File: src/rtl/core/header_checksum_frame_receiver_unit_assert.svh
// Assertion macros shared by the frame receiver modules.
// Each expects clk_i and rst_ni to be visible in the module that uses it.
`ifndef HEADER_CHECKSUM_FRAME_RECEIVER_UNIT_ASSERT_SVH
`define HEADER_CHECKSUM_FRAME_RECEIVER_UNIT_ASSERT_SVH

// Consequent must hold in the same cycle as the antecedent.
`define HCFR_ASSERT(lbl, ante, cons, msg) \
  lbl: assert property (@(posedge clk_i) disable iff (!rst_ni) (ante) |-> (cons)) \
    else $error(msg);

// Consequent must hold in the cycle after the antecedent.
`define HCFR_ASSERT_NEXT(lbl, ante, cons, msg) \
  lbl: assert property (@(posedge clk_i) disable iff (!rst_ni) (ante) |=> (cons)) \
    else $error(msg);

`endif

File: src/rtl/core/hcfr_pkg.sv
`timescale 1ns / 1ps

package hcfr_pkg;

  localparam int unsigned MaxFrameDefault = 16;

  localparam int unsigned CfgIdxW  = 3;
  localparam int unsigned CfgDataW = 8;

  localparam logic [CfgIdxW-1:0] REG_HEADER_LENGTH    = 3'd0;
  localparam logic [CfgIdxW-1:0] REG_HEADER_FIRST     = 3'd1;
  localparam logic [CfgIdxW-1:0] REG_HEADER_SECOND    = 3'd2;
  localparam logic [CfgIdxW-1:0] REG_HEADER_THIRD     = 3'd3;
  localparam logic [CfgIdxW-1:0] REG_FRAME_LENGTH     = 3'd4;
  localparam logic [CfgIdxW-1:0] REG_HOLD_ON_MISMATCH = 3'd5;

  localparam logic [1:0] ACT_RECEIVE = 2'd0;
  localparam logic [1:0] ACT_READ    = 2'd1;
  localparam logic [1:0] ACT_RELEASE = 2'd2;

  typedef enum logic [2:0] {
    ST_SKIPPED  = 3'd0,
    ST_ACCEPTED = 3'd1,
    ST_GOOD     = 3'd2,
    ST_BAD      = 3'd3,
    ST_IGNORED  = 3'd4,
    ST_RELEASED = 3'd5,
    ST_READ     = 3'd6
  } status_e;

  typedef struct packed {
    logic [1:0] header_length;
    logic [7:0] header_first;
    logic [7:0] header_second;
    logic [7:0] header_third;
    logic [4:0] frame_length;
    logic       hold_on_mismatch;
  } cfg_t;

  localparam cfg_t CfgReset = '{
    header_length:    2'd3,
    header_first:     8'd64,
    header_second:    8'd94,
    header_third:     8'd118,
    frame_length:     5'd10,
    hold_on_mismatch: 1'b0
  };

  typedef struct packed {
    status_e    status;
    logic [4:0] byte_count;
    logic       frame_ready;
  } result_t;

  typedef struct packed {
    logic       en;
    logic [4:0] pos;
    logic [7:0] data;
  } store_wr_t;

endpackage

File: src/rtl/core/header_checksum_frame_receiver_unit.sv
`timescale 1ns / 1ps

// Channel   Direction  Handshake                  Payload
// in        input      in_valid_i / in_ready_o    action_i, data_byte_i, read_index_i
// out       output     out_valid_o / out_ready_i  status_o, byte_count_o, frame_ready_o,
//                                                 read_data_o
// cfg       input      cfg_valid_i / cfg_ready_o  cfg_index_i, cfg_data_i
//
// One item per cycle while results are taken; each result appears in the cycle after
// its transfer, together with the registered read of the frame store.
// A result waiting in the output register stalls the input; a new item enters in
// the cycle that the waiting result is taken.
// Reset clears position, sum, held flag, config and out_valid; the store is not cleared.
// Configuration writes are always taken.

`include "header_checksum_frame_receiver_unit_assert.svh"

module header_checksum_frame_receiver_unit #(
  parameter int unsigned MaxFrame = hcfr_pkg::MaxFrameDefault
) (
  input  logic                          clk_i,
  input  logic                          rst_ni,
  input  logic                          cfg_valid_i,
  output logic                          cfg_ready_o,
  input  logic [hcfr_pkg::CfgIdxW-1:0]  cfg_index_i,
  input  logic [hcfr_pkg::CfgDataW-1:0] cfg_data_i,
  input  logic                          in_valid_i,
  output logic                          in_ready_o,
  input  logic [1:0]                    action_i,
  input  logic [7:0]                    data_byte_i,
  input  logic [3:0]                    read_index_i,
  output logic                          out_valid_o,
  input  logic                          out_ready_i,
  output logic [2:0]                    status_o,
  output logic [4:0]                    byte_count_o,
  output logic                          frame_ready_o,
  output logic [7:0]                    read_data_o
);

  import hcfr_pkg::*;

  localparam int unsigned AddrW = $clog2(MaxFrame);

  cfg_t      cfg;
  result_t   result;
  store_wr_t store_wr;
  logic      accept;
  logic      rd_hit;
  logic [7:0] rdata;

  logic      out_valid_d, out_valid_q;
  result_t   res_q;
  logic      rd_hit_q;

  assign cfg_ready_o = 1'b1;
  assign in_ready_o  = !out_valid_q || out_ready_i;
  assign accept      = in_valid_i && in_ready_o;
  assign rd_hit      = (action_i == ACT_READ) && (32'(read_index_i) < MaxFrame);

  hcfr_cfg u_cfg (
    .clk_i       (clk_i),
    .rst_ni      (rst_ni),
    .cfg_valid_i (cfg_valid_i),
    .cfg_index_i (cfg_index_i),
    .cfg_data_i  (cfg_data_i),
    .cfg_o       (cfg)
  );

  hcfr_ctrl #(
    .MaxFrame (MaxFrame)
  ) u_ctrl (
    .clk_i       (clk_i),
    .rst_ni      (rst_ni),
    .cfg_i       (cfg),
    .accept_i    (accept),
    .action_i    (action_i),
    .data_byte_i (data_byte_i),
    .result_o    (result),
    .store_wr_o  (store_wr)
  );

  // Each transfer either writes or reads the store, never both, so a read
  // always sees every earlier write.
  hcfr_ram #(
    .Width (8),
    .Depth (MaxFrame)
  ) u_store (
    .clk_i   (clk_i),
    .we_i    (store_wr.en),
    .waddr_i (AddrW'(store_wr.pos)),
    .wdata_i (store_wr.data),
    .re_i    (accept && rd_hit),
    .raddr_i (AddrW'(read_index_i)),
    .rdata_o (rdata)
  );

  always_comb begin
    out_valid_d = out_valid_q;
    if (accept) begin
      out_valid_d = 1'b1;
    end else if (out_ready_i) begin
      out_valid_d = 1'b0;
    end
  end

  always_ff @(posedge clk_i or negedge rst_ni) begin
    if (!rst_ni) begin
      out_valid_q <= 1'b0;
    end else begin
      out_valid_q <= out_valid_d;
    end
  end

  always_ff @(posedge clk_i) begin
    if (accept) begin
      res_q    <= result;
      rd_hit_q <= rd_hit && accept;
    end
  end

  assign out_valid_o   = out_valid_q;
  assign status_o      = res_q.status;
  assign byte_count_o  = res_q.byte_count;
  assign frame_ready_o = res_q.frame_ready;
  assign read_data_o   = rd_hit_q ? rdata : 8'd0;

  `HCFR_ASSERT_NEXT(a_transfer_gives_result, accept, out_valid_o, "Accepted item produced no result")
  `HCFR_ASSERT(a_read_data_only_on_read, out_valid_o && (res_q.status != ST_READ), read_data_o == 8'd0, "Read data on a non-read result")
  `HCFR_ASSERT(a_ready_has_count, out_valid_o && frame_ready_o, byte_count_o != 5'd0, "Held frame reported with zero count")

endmodule

File: src/rtl/core/hcfr_ram.sv
`timescale 1ns / 1ps

module hcfr_ram #(
  parameter int unsigned Width = 8,
  parameter int unsigned Depth = 16
) (
  input  logic                     clk_i,
  input  logic                     we_i,
  input  logic [$clog2(Depth)-1:0] waddr_i,
  input  logic [Width-1:0]         wdata_i,
  input  logic                     re_i,
  input  logic [$clog2(Depth)-1:0] raddr_i,
  output logic [Width-1:0]         rdata_o
);

  logic [Width-1:0] mem [Depth];
  logic [Width-1:0] rdata_q;

  always_ff @(posedge clk_i) begin
    if (we_i) begin
      mem[waddr_i] <= wdata_i;
    end
  end

  // Read data holds until the next read, so a stalled consumer keeps it.
  always_ff @(posedge clk_i) begin
    if (re_i) begin
      rdata_q <= mem[raddr_i];
    end
  end

  assign rdata_o = rdata_q;

endmodule

File: src/rtl/core/hcfr_cfg.sv
`timescale 1ns / 1ps

module hcfr_cfg (
  input  logic                          clk_i,
  input  logic                          rst_ni,
  input  logic                          cfg_valid_i,
  input  logic [hcfr_pkg::CfgIdxW-1:0]  cfg_index_i,
  input  logic [hcfr_pkg::CfgDataW-1:0] cfg_data_i,
  output hcfr_pkg::cfg_t                cfg_o
);

  import hcfr_pkg::*;

  cfg_t cfg_d, cfg_q;

  always_comb begin
    cfg_d = cfg_q;
    if (cfg_valid_i) begin
      unique case (cfg_index_i)
        REG_HEADER_LENGTH:    cfg_d.header_length    = cfg_data_i[1:0];
        REG_HEADER_FIRST:     cfg_d.header_first     = cfg_data_i;
        REG_HEADER_SECOND:    cfg_d.header_second    = cfg_data_i;
        REG_HEADER_THIRD:     cfg_d.header_third     = cfg_data_i;
        REG_FRAME_LENGTH:     cfg_d.frame_length     = cfg_data_i[4:0];
        REG_HOLD_ON_MISMATCH: cfg_d.hold_on_mismatch = cfg_data_i[0];
        default: ;
      endcase
    end
  end

  always_ff @(posedge clk_i or negedge rst_ni) begin
    if (!rst_ni) begin
      cfg_q <= CfgReset;
    end else begin
      cfg_q <= cfg_d;
    end
  end

  assign cfg_o = cfg_q;

endmodule

File: src/rtl/core/hcfr_ctrl.sv
`timescale 1ns / 1ps

`include "header_checksum_frame_receiver_unit_assert.svh"

module hcfr_ctrl #(
  parameter int unsigned MaxFrame = hcfr_pkg::MaxFrameDefault
) (
  input  logic                clk_i,
  input  logic                rst_ni,
  input  hcfr_pkg::cfg_t      cfg_i,
  input  logic                accept_i,
  input  logic [1:0]          action_i,
  input  logic [7:0]          data_byte_i,
  output hcfr_pkg::result_t   result_o,
  output hcfr_pkg::store_wr_t store_wr_o
);

  import hcfr_pkg::*;

  // Position never exceeds what frame_length can express.
  localparam int unsigned LenCap = (MaxFrame > 31) ? 31 : MaxFrame;

  logic [4:0] pos_d, pos_q;
  logic [7:0] sum_d, sum_q;
  logic       held_d, held_q;

  logic [4:0] eff_len;
  logic [4:0] pos_eff;
  logic [7:0] expected;
  logic       hdr_bad;
  logic       last_byte;
  status_e    status;

  always_comb begin
    if (cfg_i.frame_length == 5'd0) begin
      eff_len = 5'd1;
    end else if (32'(cfg_i.frame_length) > LenCap) begin
      eff_len = 5'(LenCap);
    end else begin
      eff_len = cfg_i.frame_length;
    end
  end

  // A length change that leaves the position at or beyond the new length restarts at the front.
  assign pos_eff = (pos_q >= eff_len) ? 5'd0 : pos_q;

  always_comb begin
    if (pos_eff == 5'd0) begin
      expected = cfg_i.header_first;
    end else if (pos_eff == 5'd1) begin
      expected = cfg_i.header_second;
    end else begin
      expected = cfg_i.header_third;
    end
  end

  assign hdr_bad   = ({3'b000, cfg_i.header_length} > pos_eff) && (pos_eff < 5'd3)
                     && (data_byte_i != expected);
  assign last_byte = ((pos_eff + 5'd1) == eff_len);

  always_comb begin
    pos_d           = pos_q;
    sum_d           = sum_q;
    held_d          = held_q;
    status          = ST_SKIPPED;
    store_wr_o.en   = 1'b0;
    store_wr_o.pos  = pos_eff;
    store_wr_o.data = data_byte_i;
    if (accept_i) begin
      case (action_i)
        ACT_RECEIVE: begin
          if (held_q) begin
            status = ST_IGNORED;
          end else begin
            // Every byte taken is stored, a skipped header byte too.
            store_wr_o.en = 1'b1;
            pos_d         = pos_eff;
            if (hdr_bad) begin
              if ((pos_eff != 5'd0) && !cfg_i.hold_on_mismatch) begin
                pos_d = 5'd0;
                sum_d = 8'd0;
              end
            end else if (last_byte) begin
              if (data_byte_i == sum_q) begin
                held_d = 1'b1;
                pos_d  = eff_len;
                status = ST_GOOD;
              end else begin
                pos_d  = 5'd0;
                sum_d  = 8'd0;
                status = ST_BAD;
              end
            end else begin
              sum_d  = sum_q + data_byte_i;
              pos_d  = pos_eff + 5'd1;
              status = ST_ACCEPTED;
            end
          end
        end
        ACT_READ: begin
          status = ST_READ;
        end
        ACT_RELEASE: begin
          if (held_q) begin
            held_d = 1'b0;
            pos_d  = 5'd0;
            sum_d  = 8'd0;
            status = ST_RELEASED;
          end
        end
        default: ;
      endcase
    end
  end

  always_ff @(posedge clk_i or negedge rst_ni) begin
    if (!rst_ni) begin
      pos_q  <= 5'd0;
      sum_q  <= 8'd0;
      held_q <= 1'b0;
    end else begin
      pos_q  <= pos_d;
      sum_q  <= sum_d;
      held_q <= held_d;
    end
  end

  assign result_o.status      = status;
  assign result_o.byte_count  = pos_d;
  assign result_o.frame_ready = held_d;

  `HCFR_ASSERT_NEXT(a_held_ignores_bytes, accept_i && held_q && (action_i == ACT_RECEIVE), held_q && $stable(pos_q), "Received byte disturbed a held frame")
  `HCFR_ASSERT(a_no_store_while_held, store_wr_o.en, !held_q, "Store written while a frame is held")
  `HCFR_ASSERT(a_held_position, held_q, pos_q != 5'd0, "Held frame with zero position")

endmodule

File: config.mk
export PLATFORM = sky130hd
export DESIGN_NAME = header_checksum_frame_receiver_unit
export DESIGN_NICKNAME = d
export VERILOG_FILES = /design/src/rtl/core/hcfr_pkg.sv /design/src/rtl/core/header_checksum_frame_receiver_unit.sv /design/src/rtl/core/hcfr_ram.sv /design/src/rtl/core/hcfr_cfg.sv /design/src/rtl/core/hcfr_ctrl.sv
export VERILOG_INCLUDE_DIRS = /design/src /design/src/rtl/core
export SDC_FILE = /design/constraint.sdc
export NUM_CORES = 1
export LEC_CHECK = 0
export BUFFER_PORTS_ARGS = -buffer_cell sky130_fd_sc_hd__buf_4
export CELL_PAD_IN_SITES_DETAIL_PLACEMENT = 1
export CELL_PAD_IN_SITES_GLOBAL_PLACEMENT = 2
export CORE_ASPECT_RATIO = 2
export CORE_MARGIN = 5
export CORE_UTILIZATION = 45
export DETAILED_ROUTE_END_ITERATION = 16
export PLACE_DENSITY = 0.78
export SLEW_MARGIN = 20
export SYNTH_ARGS = -nofsm -noshare
export SYNTH_HDL_FRONTEND = slang
export SYNTH_SLANG_ARGS = --single-unit
File: constraint.sdc
create_clock -name clk_i -period 5.2 [get_ports clk_i]
set_input_delay 0.52 -clock clk_i [delete_from_list [all_inputs] [get_ports clk_i]]
set_output_delay 0.52 -clock clk_i [all_outputs]
set_load 0.01 [all_outputs]
==> qor.csv <==
metric;value;unit
antennaDiodeCount;0;
grt_max_degree;48;
vias;4808;
synthDistinctLibCells;65;
tns;0;ps
cts_buffers;17;
cts_tree;built;
ys.flop_type;edfxtp_1;
synth_area_per_cell;16.29;um^2
drt-total-wl;20660;um
drtPass1Iterations;4;
leakagePower;3.575;nW
nets;635;
cp-end-kind;flop;
p_per_area;450.6;nW/um^2
ant_nets;0;
worstSkewPairLatency;440;ps
slowest_delay;480;ps
viasPerCell;5.630;
io_pins;50;
drtIter0Drc;224;
crit_required;5540;ps
critPathLaunchType;flop;
die_area;22110;um^2
syn2layout_area_growth;14.79;%
overflow;0;
port_buffers;48;
regArea;5579;um^2
critical_path.top_delay_family;simple AND/OR/NAND/NOR gates;
dieWidth;107.7;um
grt_pass1_wl;32730;um
arrival;5240;ps
ys_ff_latch;193;
cts_resized;0;
path_max_fanout;8;
synth-edff-count;146;
path_clk_slew;80;ps
postLayoutCellArea;9854;um^2
fin_crit;4895;ps
fillers;1826;
dp.cells;822;
rows;71;
yosysWarnings;0;
skew;15.35;ps
worstMarginPinSlew;1025;ps
vdd_drop_max;0.0002196;V
cap_violations;0;
slew_viol_final;0;
layout_common_cells;146 x edfxtp_1, 60 x buf_4, 40 x mux4_2;
wl_per_cell;24.19;um
drive_gt1_share;31.55;%
grt_usage;20.21;%
start_util;45.58;%
place_area;9259;um^2
post_cts_buffers;0;
rsz0062_at_grt;no;
max_freq;204.3;MHz
grt_pass1_vias;5462;
multi_input_area;2873;um^2
final_cells;854;
crit_chain;nor3_1, nor2_1, nor2_1, ha_1, nor2b_1, o21ai_2, a31oi_1, nand2_1, inv_1, ha_1, nor2b_1, buf_4, nand2_1, o31ai_1, a211oi_2, xnor2_1, nor4_4, a31oi_2, or2_0, or4_1, a41oi_1;
min_period_over_period;94.14;%
final_common_cell;edfxtp_1;
cts_sinks;193;
drcViolationCount;0;
place_congestion;0.8507;
hold_path_class;input pin to async pin;
reg2reg_slack;300;ps
path_class;flop to flop;
clockBufferDepth;2;
core-area;18830;um^2
status;finished clean;
async_flop_share;24.35;%
critPathBufInv;2;
holdBufCountCts;0;
htree_levels;4;
max_slew_margin;31.42;%
synth_nets;576;
die_y;205.3;um
detailed_place_hpwl;15660;um
ctsRootBufferMaster;clkbuf_16;
setup_viol;0;
synth_cells;527;
antenna_found_initial;0;
netlist_area;8584;um^2
critPathSlowestCell;or4_1;
synth-seq-area-share;64.99;%
hold_viol_final;0;
-- state kept, by name, indices dropped and copies added, names as in the netlist --
| name | count |
|---|---|
| byte_count_o | 5 |
| frame_ready_o | 1 |
| out_valid_o | 1 |
| rd_hit_q | 1 |
| status_o | 3 |
| u_cfg.cfg_o | 32 |
| u_ctrl.held_q | 1 |
| u_ctrl.pos_q | 5 |
| u_ctrl.sum_q | 8 |
| u_store.mem | 128 |
| u_store.rdata_o | 8 |
-- layout make-up --
type,count,share of cell area (%)
sequential,193,56.62
multi-input combinational,304,29.15
timing repair buffer,60,4.571
clock buffer,17,4.317
tap,255,3.238
clock inverter,15,1.727
inverter,10,0.3809
-- metal layers --
| layer | global-route usage, % | vias up | part of all wire (%) |
|---|---|---|---|
| met5 | 0 | - | 0 |
| met4 | 7.540 | 0 | 1.9 |
| met3 | 3.014 | 19 | 2.4 |
| met2 | 40.38 | 102 | 62 |
| met1 | 20.35 | 2510 | 34 |
| li1 | - | 2177 | - |
-- final timing paths --
kind                                 startpoint         endpoint  cells past startpoint
max in group asynchronous                rst_ni      out_valid_o                      1
worst max-delay path             u_cfg.cfg_o[4]  u_ctrl.sum_q[7]                     21
worst min-delay path                     rst_ni  u_cfg.cfg_o[29]                      1
min in group clk_i                   in_valid_i      out_valid_o                      2
worst min register to register  u_ctrl.sum_q[4]  u_ctrl.sum_q[4]                      1
worst max register to register   u_cfg.cfg_o[4]  u_ctrl.sum_q[7]                     21
-- through the flow --
| stage | hold WS, ps | utilization, % | power (W) | setup WS (ps) |
|---|---|---|---|---|
| 2_1_floorplan | 224.4 | - | 0.002789 | 858.5 |
| 3_3_place_gp | 489.9 | 49.16 | 0.003116 | 582.3 |
| 3_5_place_dp | 499.4 | 49.16 | 0.003173 | 333.8 |
| 4_1_cts | 112.9 | 52.33 | 0.004482 | 292.7 |
| 5_1_grt | 145.0 | 52.33 | 0.004667 | 51.75 |
| 6_report | 107.0 | 52.33 | 0.004440 | 304.9 |
-- where the power goes --
| part | internal [W] | switching (W) | total, W | leakage (nW) |
|---|---|---|---|---|
| Clock | 0.000684 | 0.000621 | 0.00131 | 0.285 |
| Combinational | 0.000527 | 0.000708 | 0.00124 | 1.41 |
| Sequential | 0.00180 | 0.0000941 | 0.00190 | 1.88 |
| Total | 0.00302 | 0.00142 | 0.00444 | 3.57 |
-- cells in the mapped netlist, types with 2 or more instances --
library cell | n | area (um^2)
buf_6 | 2 | 22.52
nand4_1 | 2 | 12.51
nor2_1 | 24 | 90.09
and3_1 | 5 | 31.28
mux4_2 | 40 | 900.9
inv_1 | 9 | 33.78
buf_1 | 5 | 18.77
dfrtp_1 | 32 | 800.8
a41oi_1 | 2 | 17.52
xnor2_1 | 9 | 78.83
nand2_1 | 34 | 127.6
edfxtp_1 | 146 | 4384
nor3b_1 | 2 | 15.01
nor3_1 | 7 | 35.03
o21ai_0 | 14 | 70.07
a22o_1 | 9 | 78.83
clkbuf_1 | 11 | 41.29
nand2b_1 | 6 | 37.54
o2bb2ai_1 | 3 | 26.28
dfstp_2 | 15 | 394.1
mux2_2 | 30 | 337.8
o21ai_2 | 2 | 17.52
xor2_1 | 10 | 87.58
a22oi_1 | 4 | 30.03
and2_1 | 15 | 93.84
nor4_1 | 2 | 12.51
nand3_1 | 9 | 45.04
nor2b_1 | 3 | 18.77
or3_1 | 2 | 12.51
a21oi_1 | 10 | 50.05
a31oi_1 | 2 | 12.51
a21o_1 | 10 | 75.07
nand4b_1 | 2 | 17.52
ha_1 | 18 | 225.2
-- cell families (layout without fill, tap and decap cells) --
| logic type | after synthesis | in the layout | synth area share (%) |
|---|---|---|---|
| other | 1 | 1 | 0.04368 |
| DFF | 193 | 193 | 64.99 |
| adders and majority gates | 19 | 19 | 2.857 |
| buffers and inverters | 30 | 102 | 1.545 |
| xor gates and xnor gates | 20 | 20 | 2.201 |
| and+or+nand+nor | 123 | 123 | 7.652 |
| AOI/OAI and AO/OA | 70 | 70 | 6.166 |
| muxes | 71 | 71 | 14.55 |
No activity file was read; power rests on OpenSTA's default activity.
